<file path="src/hdl/cdq_pkg.sv">
`timescale 1ns / 1ps
// ----------------------------------------------------------------------------
// cdq_pkg
// Shared sizes, action and status codes, index helpers and the
// controller/datapath interface types of the circular deque.
// ----------------------------------------------------------------------------
package cdq_pkg;

    localparam int DEPTH      = 8;
    localparam int DATA_WIDTH = 32;
    localparam int IDX_W      = (DEPTH > 1) ? $clog2(DEPTH) : 1;
    localparam int CNT_W      = $clog2(DEPTH + 1);
    localparam int ACT_W      = 3;
    localparam int STAT_W     = 2;
    localparam int WORD_W     = 32;

    localparam logic [ACT_W-1:0] ACT_PUSH_FRONT = 3'd0;
    localparam logic [ACT_W-1:0] ACT_PUSH_REAR  = 3'd1;
    localparam logic [ACT_W-1:0] ACT_POP_FRONT  = 3'd2;
    localparam logic [ACT_W-1:0] ACT_POP_REAR   = 3'd3;
    localparam logic [ACT_W-1:0] ACT_READ_OUT   = 3'd4;

    localparam logic [STAT_W-1:0] ST_OK        = 2'd0;
    localparam logic [STAT_W-1:0] ST_OVERFLOW  = 2'd1;
    localparam logic [STAT_W-1:0] ST_UNDERFLOW = 2'd2;
    localparam logic [STAT_W-1:0] ST_EMPTY     = 2'd3;

    typedef logic [IDX_W-1:0]      idx_t;
    typedef logic [CNT_W-1:0]      cnt_t;
    typedef logic [DATA_WIDTH-1:0] elem_t;

    // controller to datapath
    typedef struct packed {
        logic take;   // latch the incoming word and read its slot
        logic exec;   // apply the latched action and load the result
        logic walk;   // emit the next read-out element
    } cmd_t;

    // datapath to controller
    typedef struct packed {
        logic out_free;      // result register can take a new word
        logic readout_multi; // read-out with more than one element
        logic walk_last;     // element now emitted by the walk is the rear
    } stat_t;

    function automatic idx_t idx_next(input idx_t i);
        return (i == IDX_W'(DEPTH - 1)) ? '0 : idx_t'(i + 1'b1);
    endfunction

    function automatic idx_t idx_prev(input idx_t i);
        return (i == '0) ? IDX_W'(DEPTH - 1) : idx_t'(i - 1'b1);
    endfunction

    function automatic elem_t to_elem(input logic [WORD_W-1:0] v);
        logic signed [63:0] w;
        w = 64'($signed(v));
        return w[DATA_WIDTH-1:0];
    endfunction

    function automatic logic [WORD_W-1:0] to_word(input elem_t e);
        logic signed [63:0] w;
        w = 64'($signed(e));
        return w[WORD_W-1:0];
    endfunction

endpackage

</file>
<file path="src/hdl/cdq_ctrl.sv">
`timescale 1ns / 1ps
// ----------------------------------------------------------------------------
// cdq_ctrl
// Sequencer of the circular deque: takes one word, applies it, and walks
// the stored entries for a read-out.
// ----------------------------------------------------------------------------
module cdq_ctrl
(
    input  logic          clk,
    input  logic          rst_n,
    input  logic          s_tvalid,
    output logic          s_tready,
    input  cdq_pkg::stat_t stat,
    output cdq_pkg::cmd_t  cmd
);

    localparam logic [1:0] S_IDLE = 2'd0;
    localparam logic [1:0] S_EXEC = 2'd1;
    localparam logic [1:0] S_WALK = 2'd2;

    logic [1:0] state_reg;
    logic [1:0] state_next;

    always_comb
    begin
        state_next = state_reg;
        cmd        = '0;
        s_tready   = 1'b0;
        case (state_reg)
            S_IDLE:
            begin
                s_tready = 1'b1;
                if (s_tvalid)
                begin
                    cmd.take   = 1'b1;
                    state_next = S_EXEC;
                end
            end
            S_EXEC:
            begin
                if (stat.out_free)
                begin
                    cmd.exec   = 1'b1;
                    state_next = stat.readout_multi ? S_WALK : S_IDLE;
                end
            end
            S_WALK:
            begin
                if (stat.out_free)
                begin
                    cmd.walk = 1'b1;
                    if (stat.walk_last)
                    begin
                        state_next = S_IDLE;
                    end
                end
            end
            default:
            begin
                state_next = S_IDLE;
            end
        endcase
    end

    always_ff @(posedge clk or negedge rst_n)
    begin
        if (!rst_n)
        begin
            state_reg <= S_IDLE;
        end
        else
        begin
            state_reg <= state_next;
        end
    end

endmodule

</file>
<file path="src/hdl/cdq_datapath.sv">
`timescale 1ns / 1ps
// ----------------------------------------------------------------------------
// cdq_datapath
// Slot memory, head/tail indices, fill count, read-out walker and the
// registered result word of the circular deque.
// ----------------------------------------------------------------------------
module cdq_datapath
(
    input  logic                          clk,
    input  logic                          rst_n,
    input  cdq_pkg::cmd_t                 cmd,
    output cdq_pkg::stat_t                stat,
    input  logic [cdq_pkg::ACT_W-1:0]     s_tuser,
    input  logic [cdq_pkg::WORD_W-1:0]    s_tdata,
    output logic                          m_tvalid,
    input  logic                          m_tready,
    output logic [cdq_pkg::STAT_W-1:0]    m_tuser,
    output logic [cdq_pkg::WORD_W-1:0]    m_tdata,
    output logic                          m_tlast
);

    cdq_pkg::elem_t mem [cdq_pkg::DEPTH];

    cdq_pkg::idx_t  head_reg, head_next;
    cdq_pkg::idx_t  tail_reg, tail_next;
    cdq_pkg::cnt_t  count_reg, count_next;
    cdq_pkg::cnt_t  left_reg, left_next;
    cdq_pkg::idx_t  rd_idx_reg;
    cdq_pkg::idx_t  rd_addr;
    cdq_pkg::idx_t  in_addr;
    cdq_pkg::elem_t rd_data_reg;

    logic [cdq_pkg::ACT_W-1:0]  act_reg;
    logic [cdq_pkg::WORD_W-1:0] val_reg;

    logic                        out_valid_reg, out_valid_next;
    logic [cdq_pkg::STAT_W-1:0]  out_stat_reg, out_stat_next;
    logic [cdq_pkg::WORD_W-1:0]  out_data_reg, out_data_next;
    logic                        out_last_reg, out_last_next;
    logic                        out_load;

    logic                        wr_en;
    cdq_pkg::idx_t               wr_addr;

    logic full;
    logic empty;

    assign full  = (count_reg == cdq_pkg::CNT_W'(cdq_pkg::DEPTH));
    assign empty = (count_reg == '0);

    // slot that the incoming action will read
    always_comb
    begin
        case (s_tuser)
            cdq_pkg::ACT_POP_REAR: in_addr = cdq_pkg::idx_prev(tail_reg);
            default:               in_addr = head_reg;
        endcase
    end

    always_comb
    begin
        if (cmd.take)
        begin
            rd_addr = in_addr;
        end
        else if (cmd.exec || cmd.walk)
        begin
            rd_addr = cdq_pkg::idx_next(rd_idx_reg);
        end
        else
        begin
            rd_addr = rd_idx_reg;
        end
    end

    always_ff @(posedge clk)
    begin
        if (wr_en)
        begin
            mem[wr_addr] <= cdq_pkg::to_elem(val_reg);
        end
        rd_data_reg <= mem[rd_addr];
    end

    always_ff @(posedge clk)
    begin
        if (cmd.take)
        begin
            act_reg <= s_tuser;
            val_reg <= s_tdata;
        end
    end

    always_comb
    begin
        head_next      = head_reg;
        tail_next      = tail_reg;
        count_next     = count_reg;
        left_next      = left_reg;
        wr_en          = 1'b0;
        wr_addr        = tail_reg;
        out_load       = 1'b0;
        out_stat_next  = cdq_pkg::ST_OK;
        out_data_next  = '0;
        out_last_next  = 1'b1;

        if (cmd.exec)
        begin
            case (act_reg)
                cdq_pkg::ACT_PUSH_FRONT,
                cdq_pkg::ACT_PUSH_REAR:
                begin
                    out_load = 1'b1;
                    if (full)
                    begin
                        out_stat_next = cdq_pkg::ST_OVERFLOW;
                    end
                    else
                    begin
                        wr_en      = 1'b1;
                        count_next = cdq_pkg::cnt_t'(count_reg + 1'b1);
                        if (act_reg == cdq_pkg::ACT_PUSH_FRONT)
                        begin
                            head_next = cdq_pkg::idx_prev(head_reg);
                            wr_addr   = cdq_pkg::idx_prev(head_reg);
                        end
                        else
                        begin
                            tail_next = cdq_pkg::idx_next(tail_reg);
                        end
                    end
                end
                cdq_pkg::ACT_POP_FRONT,
                cdq_pkg::ACT_POP_REAR:
                begin
                    out_load = 1'b1;
                    if (empty)
                    begin
                        out_stat_next = cdq_pkg::ST_UNDERFLOW;
                    end
                    else
                    begin
                        out_data_next = cdq_pkg::to_word(rd_data_reg);
                        count_next    = cdq_pkg::cnt_t'(count_reg - 1'b1);
                        if (act_reg == cdq_pkg::ACT_POP_FRONT)
                        begin
                            head_next = cdq_pkg::idx_next(head_reg);
                        end
                        else
                        begin
                            tail_next = cdq_pkg::idx_prev(tail_reg);
                        end
                    end
                end
                cdq_pkg::ACT_READ_OUT:
                begin
                    out_load = 1'b1;
                    if (empty)
                    begin
                        out_stat_next = cdq_pkg::ST_EMPTY;
                    end
                    else
                    begin
                        out_data_next = cdq_pkg::to_word(rd_data_reg);
                        out_last_next = (count_reg == cdq_pkg::CNT_W'(1));
                        left_next     = cdq_pkg::cnt_t'(count_reg - 1'b1);
                    end
                end
                default:
                begin
                    // unused codes give no result
                    out_load = 1'b0;
                end
            endcase
        end
        else if (cmd.walk)
        begin
            out_load      = 1'b1;
            out_data_next = cdq_pkg::to_word(rd_data_reg);
            out_last_next = (left_reg == cdq_pkg::CNT_W'(1));
            left_next     = cdq_pkg::cnt_t'(left_reg - 1'b1);
        end
    end

    always_comb
    begin
        if (out_load)
        begin
            out_valid_next = 1'b1;
        end
        else if (m_tready)
        begin
            out_valid_next = 1'b0;
        end
        else
        begin
            out_valid_next = out_valid_reg;
        end
    end

    always_ff @(posedge clk or negedge rst_n)
    begin
        if (!rst_n)
        begin
            head_reg      <= '0;
            tail_reg      <= '0;
            count_reg     <= '0;
            left_reg      <= '0;
            rd_idx_reg    <= '0;
            out_valid_reg <= 1'b0;
        end
        else
        begin
            head_reg      <= head_next;
            tail_reg      <= tail_next;
            count_reg     <= count_next;
            left_reg      <= left_next;
            rd_idx_reg    <= rd_addr;
            out_valid_reg <= out_valid_next;
        end
    end

    always_ff @(posedge clk)
    begin
        if (out_load)
        begin
            out_stat_reg <= out_stat_next;
            out_data_reg <= out_data_next;
            out_last_reg <= out_last_next;
        end
    end

    assign stat.out_free      = !out_valid_reg || m_tready;
    assign stat.readout_multi = (act_reg == cdq_pkg::ACT_READ_OUT)
                                && (count_reg > cdq_pkg::CNT_W'(1));
    assign stat.walk_last     = (left_reg == cdq_pkg::CNT_W'(1));

    assign m_tvalid = out_valid_reg;
    assign m_tuser  = out_stat_reg;
    assign m_tdata  = out_data_reg;
    assign m_tlast  = out_last_reg;

endmodule

</file>
<file path="src/hdl/circular_deque_top.sv">
`timescale 1ns / 1ps
// ----------------------------------------------------------------------------
// circular_deque_top
// Double-ended queue in a circular slot buffer with push/pop at both ends
// and a front-to-rear read-out of the whole contents.
// ----------------------------------------------------------------------------
// the accepted word is latched with its slot read, then applied once the
// result register is free, which loads the registered result word; no new
// word is taken until the last is applied and any read-out is through; a
// read-out walks from the front, one slot memory read per cycle while the result register is free
// reset clears head, tail and fill count at once; slot contents are not reset
// ----------------------------------------------------------------------------
module circular_deque_top
(
    input  logic                       clk,
    input  logic                       rst_n,
    input  logic                       s_tvalid,
    output logic                       s_tready,
    input  logic [cdq_pkg::ACT_W-1:0]  s_tuser,   // [2:0] action
    input  logic [cdq_pkg::WORD_W-1:0] s_tdata,   // [31:0] value
    output logic                       m_tvalid,
    input  logic                       m_tready,
    output logic [cdq_pkg::STAT_W-1:0] m_tuser,   // [1:0] status
    output logic [cdq_pkg::WORD_W-1:0] m_tdata,   // [31:0] data
    output logic                       m_tlast
);

    cdq_pkg::cmd_t  cmd;
    cdq_pkg::stat_t stat;

    cdq_ctrl u_ctrl
    (
        .clk      (clk),
        .rst_n    (rst_n),
        .s_tvalid (s_tvalid),
        .s_tready (s_tready),
        .stat     (stat),
        .cmd      (cmd)
    );

    cdq_datapath u_datapath
    (
        .clk      (clk),
        .rst_n    (rst_n),
        .cmd      (cmd),
        .stat     (stat),
        .s_tuser  (s_tuser),
        .s_tdata  (s_tdata),
        .m_tvalid (m_tvalid),
        .m_tready (m_tready),
        .m_tuser  (m_tuser),
        .m_tdata  (m_tdata),
        .m_tlast  (m_tlast)
    );

endmodule

</file>
<file path="config.mk">
export PLATFORM = sky130hd
export DESIGN_NAME = circular_deque_top
export DESIGN_NICKNAME = d
export VERILOG_FILES = /design/src/hdl/cdq_pkg.sv /design/src/hdl/cdq_ctrl.sv /design/src/hdl/cdq_datapath.sv /design/src/hdl/circular_deque_top.sv
export SDC_FILE = /design/constraint.sdc
export NUM_CORES = 1
export LEC_CHECK = 0
export ABC_AREA = 1
export BUFFER_PORTS_ARGS = -buffer_cell sky130_fd_sc_hd__buf_2
export CAP_MARGIN = 20
export CORE_MARGIN = 4
export CORE_UTILIZATION = 49
export DETAILED_ROUTE_END_ITERATION = 8
export PLACE_DENSITY_LB_ADDON = 0.15
export SYNTH_ARGS = -nofsm -noshare
export SYNTH_HDL_FRONTEND = slang
export SYNTH_HIERARCHICAL = 1
export SYNTH_SLANG_ARGS = --single-unit
</file>
<file path="constraint.sdc">
create_clock -name clk -period 4.8 [get_ports clk]
set_input_delay 0 -clock clk [delete_from_list [all_inputs] [get_ports clk]]
set_output_delay 0 -clock clk [all_outputs]
set_load 0.05 [all_outputs]
</file>
-- Word-level counts from Yosys, hierarchy flattened
Memories as Yosys holds them, arrays and structs flattened. A register that Yosys moved wholly into a read port is not among the register bits.
Cells that the tools add are included.
- bitwise operators: 0
- muxes and demuxes: 62
- equal/unequal tests: 25
- reduce and logical (&&, ||, !) cells: 21
- $mul: 0
- order comparisons: 1
- divide/modulo/power cells: 0
- shift operators: 0
- add/sub/neg operators: 8
- operators by type and width (cell ; number):
    two-way mux 32 bit ; 4
    two-way mux 3 bit ; 20
    two-way mux 1 bit ; 21
    two-way mux 4 bit ; 5
    != test 2 bit, second input constant ; 10
    two-way mux 2 bit ; 7
    == test 3 bit, second input constant ; 4
    case mux 2 bit (3 select lines) ; 2
    case mux 3 bit (2 select lines) ; 2
    AND reduction 6 bit ; 2
    adder 3 x 1 -> 3 bit, second input constant ; 3
    == test 3 x 2 -> 1 bit, second input constant ; 3
    logical NOT 3 bit ; 3
    == test 4 x 1 -> 1 bit, second input constant ; 2
    case mux 4 bit (2 select lines) ; 1
    AND reduction 4 bit ; 2
    subtractor 4 x 1 -> 4 bit, second input constant ; 2
    nonzero test 2 bit ; 3
    subtractor 3 x 1 -> 3 bit, second input constant ; 2
    OR reduction 5 bit ; 1
    adder 4 x 1 -> 4 bit, second input constant ; 1
    == test 4 bit, second input constant ; 1
    > comparator 4 x 1 -> 1 bit, second input constant ; 1
    logical NOT 4 bit ; 1
    11 further kinds ; 14
- RAM bits: 256
- word-level logic and storage cells: 130
- output and inout port bits: 37
- memory bits (read-only): 0
- bits of input ports: 39
- bits in latches: 0
- register bits: 90
- memories: 1
- memories (name ; words ; bits a word ; rd ports ; clocked after Yosys merged registers in ; write ports ; RTL line ; text):
    u_datapath.mem ; 8 ; 32 ; 1 ; 1 ; 1 ; cdq_datapath.sv:22 ; cdq_pkg::elem_t mem [cdq_pkg::DEPTH];

-- Logic depth before layout (Yosys ltp)
- depth in word-level cells: 7
- gate-level depth with buffers: 17
- gate-level depth less buffers: 14

-- Cells and area by module
Netlist, hierarchy kept.
- modules (own cells, without submodules) (module ; seq. area each (µm²) ; area an instance (µm²) ; cells each ; instances):
    cdq_datapath ; 10880.4 ; 15805.2 ; 1500 ; 1
    cdq_ctrl ; 50.0 ; 158.9 ; 27 ; 1

-- Least setup slack after synthesis
No wires, ideal clock.
- path kind: register to register
- start: register u_ctrl.state_reg[0]
- end: register u_datapath.rd_data_reg[11], read port of u_datapath.mem
- arrival time: 3842 ps
- library setup time: 113 ps
- slack: 845 ps
- buffers on the path: 2
- period minus slack after synthesis: 3955 ps
- stages on the path, launching flop included: 13
- required time: 4687 ps
- path through: dfrtp_1 > nor2_2 > inv_1 > nor2_1 > inv_1 > nand3_1 > buf_2 > buf_2 > nand3_1 > nand3_1 > nand2_1 > nand2_1 > nand2_1
- RTL lines (what ; RTL line ; text):
    start, declared ; cdq_ctrl.sv:21 ; logic [1:0] state_reg;
    start signal, assigned ; cdq_ctrl.sv:73 ; state_reg <= state_next;
    end, declared ; cdq_datapath.sv:31 ; cdq_pkg::elem_t rd_data_reg;

==> summary.md <==
| Metric | Value |
|---|---|
| Per-cell routed wire length | 16.1 microns |
| Core ar. | 0.0319 sq mm |
| Fraction of layout cells with a size suffix above 1 | 0.110 |
| Worst skew pair latency | 530 ps |
| Post-CTS Setup Bufs | 0 |
| Worst setup EP type | flip-flop |
| Syn_area_per_cell | 10.5 sq um |
| PwrDens | 619 mW/mm^2 |
| Syn Inst Count | 1527 |
| Drt drc | 0 |
| Top cell family by delay on the critical path | simple AND/OR/NAND/NOR gates |
| Syn Std Cell Area | 0.0160 sq mm |
| Max clock buf depth | 3 |
| Worst vdd ir | 0.000344 V |
| Critical Path Start | u_ctrl/state_reg[0] |
| Fmax | 305 MHz |
| Synth warn | 6 |
| Worst reg2reg path startpoint | u_ctrl/state_reg[0] |
| Most frequent CP cell | nand2_1 |
| Largest register FFs | 256 |
| Gr usage total | 0.191 |
| Worst stage delay on the critical path | 580 ps |
| Drt initial violations | 686 |
| Post-synth top area share | 0.613 |
| Seq/Total Area, Yosys | 0.685 |
| Slowest cell on the critical path | nand2_4 |
| First-pass GRT wire length | 53.8 mm |
| Placement Cell Area | 0.0169 sq mm |
| DIE AREA | 0.0355 sq mm |
| Commonest cells after routing, fill and taps aside | 338 x nand2_1, 329 x inv_1, 326 x edfxtp_1 |
| CP Buf/Inv Count | 4 |
| Number of vias per cell | 4.89 |
| Post-synth top flop | edfxtp_1 |
| Vias in the first global route | 10000 |
| Setup_tns | 0 ps |
| EDFF count, synth | 326 |
| NumNets Final | 1693 |
| Relative slew slack | 0.397 |
| Final GP Congestion | 0.797 |
| Critical Path RT | 5210 ps |
| Antenna violations before repair | 0 |
| Pin count of the biggest net entering global routing | 77 |
| Crit Path Max Fanout | 76 |
| First drt pass iteration count | 5 |
| Kind of start point of the critical path | flip-flop |
| Hold Vio Cnt, Final | 20 |
| P_leak | 8.31 nW |
| Routed Antenna Nets | 0 |
| Initial Util | 0.501 |
| # rows | 65 |
| Antenna Cells | 0 |
| Final WL | 33.8 mm |
| RSZ-0062 raised after global routing | no |
| Layout filler cell count | 2667 |
| Top reg by flops | u_datapath/mem |
| Syn Nets | 1581 |
| Status | complete, but fails checks |
| Post-synth cell types | 32 |
| Crit path arrival time | 3680 ps |
| Post-synth top area cell | edfxtp_1 |
| Clock Sinks | 378 |
| Port-buffer cells | 75 |
| H-tree levels | 2 |
| Period Utilization, post-route | 0.683 |
| Dominant cells by area after synthesis | edfxtp_1 61%, nand3_1 8.5%, nand2_1 8.0% |
| Max cap viols | 0 |
| Chip width | 189 microns |
| Critical Path, Cell by Cell | nor2_2, inv_1, nor2_4, buf_4, nand3_4, buf_4, nand2_4, buf_12, nand2_1, nand3_1, nand2_1, nand2_1, nand2_1 |
| Worst min-delay path class | in -> async |
| Synth async-reset ratio | 0.0529 |
| Worst Skew | 15.6 ps |
| Max-slew violations | 0 |
| Via Count | 10300 |
| TritonCTS buffer count | 40 |
| Failing checks | hold timing |
| Flops & latches, synth | 378 |
| CTS tree | yes |
| Setup-failing EPs final | 0 |
| DP HPWL | 18.4 mm |
| Register clock-pin slew on the reported worst setup and hold paths | 50 ps |
| Fin crit period | 3280 ps |
| Slew at the pin closest to its max-slew limit | 904 ps |
| Hold Worst Slack | -10.2 ps |
| Fin area | 0.0187 sq mm |
| # IOs | 76 |
| Layout area overhead | 17.0% |
| Die height | 189 microns |
| Most common cell after layout, fill and taps aside | nand2_1 |
| Crit Path Category | reg -> reg |
| Congestion Overflow GR | 0 |
| Root Driver | clkbuf_16 |
| Post-cts repair resize count | 0 |
## logic make-up (layout without fill, tap and decap cells)
logic type | count (synthesis) | in the layout | share of synthesized area
AND/OR/NAND/NOR | 686 | 686 | 0.185
buffers and inverters | 397 | 538 | 0.0993
flip-flops | 378 | 378 | 0.685
AO/OA/AOI/OAI | 43 | 43 | 0.0153
adder cells (fa/ha/maj) | 15 | 15 | 0.0118
XOR/XNOR | 8 | 8 | 0.00439
## report_power, final
part	switching, mW	leakage (nW)	internal [mW]	total, mW
Sequential	0.224	3.49	4.13	4.36
Combinational	2.82	4.13	1.11	3.93
Clock	1.22	0.697	2.06	3.28
## cell usage after synthesis, types with 2 or more instances
| cell type | n |
|---|---|
| dfrtp_1 | 20 |
| edfxtp_1 | 326 |
| buf_4 | 8 |
| nor3_1 | 2 |
| ha_1 | 15 |
| o211ai_1 | 5 |
| o21ai_0 | 25 |
| dfxtp_1 | 32 |
| inv_1 | 329 |
| nand3_1 | 272 |
| a21oi_1 | 7 |
| xor2_1 | 7 |
| nand2_1 | 339 |
| inv_2 | 2 |
| nor2_1 | 65 |
| nand2_2 | 3 |
| buf_2 | 44 |
| clkbuf_1 | 9 |
| a21oi_2 | 2 |
| buf_1 | 3 |
## area by class of cell
class                      instances  area (sq um)  share of cell area
sequential                       378         10900               0.585
timing repair buffer             135           933              0.0500
tap                              435           544              0.0291
inverter                         332          1250              0.0669
multi-input combinational        752          3590               0.192
clock buffer                      51          1140              0.0613
clock inverter                    20           284              0.0152
## per-stage QoR
stage          instances  utilization  worst slack, ps  power [mW]  hold slack (ps)
6_report            2103        0.586             1520        11.6            -10.2
5_1_grt             2103        0.586             1180        12.4             28.6
4_1_cts             2103        0.586             1500        11.7             2.02
3_5_place_dp        1994        0.529             1550        8.35            0.880
3_3_place_gp        1994        0.529             1580        8.29            -1.43
2_1_floorplan       1527            -              845        7.34             -296
## routing by layer
| layer | global-route usage | vias up | share of wire | routed length [microns] |
|---|---|---|---|---|
| met5 | 0 | - | 0 | 0 |
| met1 | 0.261 | 4888 | 0.45 | 15200 |
| met4 | 0.0547 | 0 | 0.025 | 842 |
| met2 | 0.319 | 228 | 0.48 | 16100 |
| met3 | 0.0317 | 52 | 0.049 | 1650 |
| li1 | - | 5126 | - | - |
## what timing repair did
action / in CTS / in global routing
endpoints found under the hold margin: 58 / 0
hold buffers: 38 / 0
setup endpoints to repair: 0 / 0
## worst paths after layout
path                                              end  slack (ps)  depth (start not counted)
max                        u_datapath/rd_data_reg[25]        1520                         13
min                            u_datapath/tail_reg[1]         -10                          2
max reg2reg                u_datapath/rd_data_reg[25]        1520                         13
min reg2reg                    u_datapath/m_tdata[16]         520                          2
max in group asynchronous         u_datapath/m_tvalid        4470                          2
min in group clk                u_datapath/val_reg[0]         180                          2
Note: power is estimated with default switching activity, not from simulation.
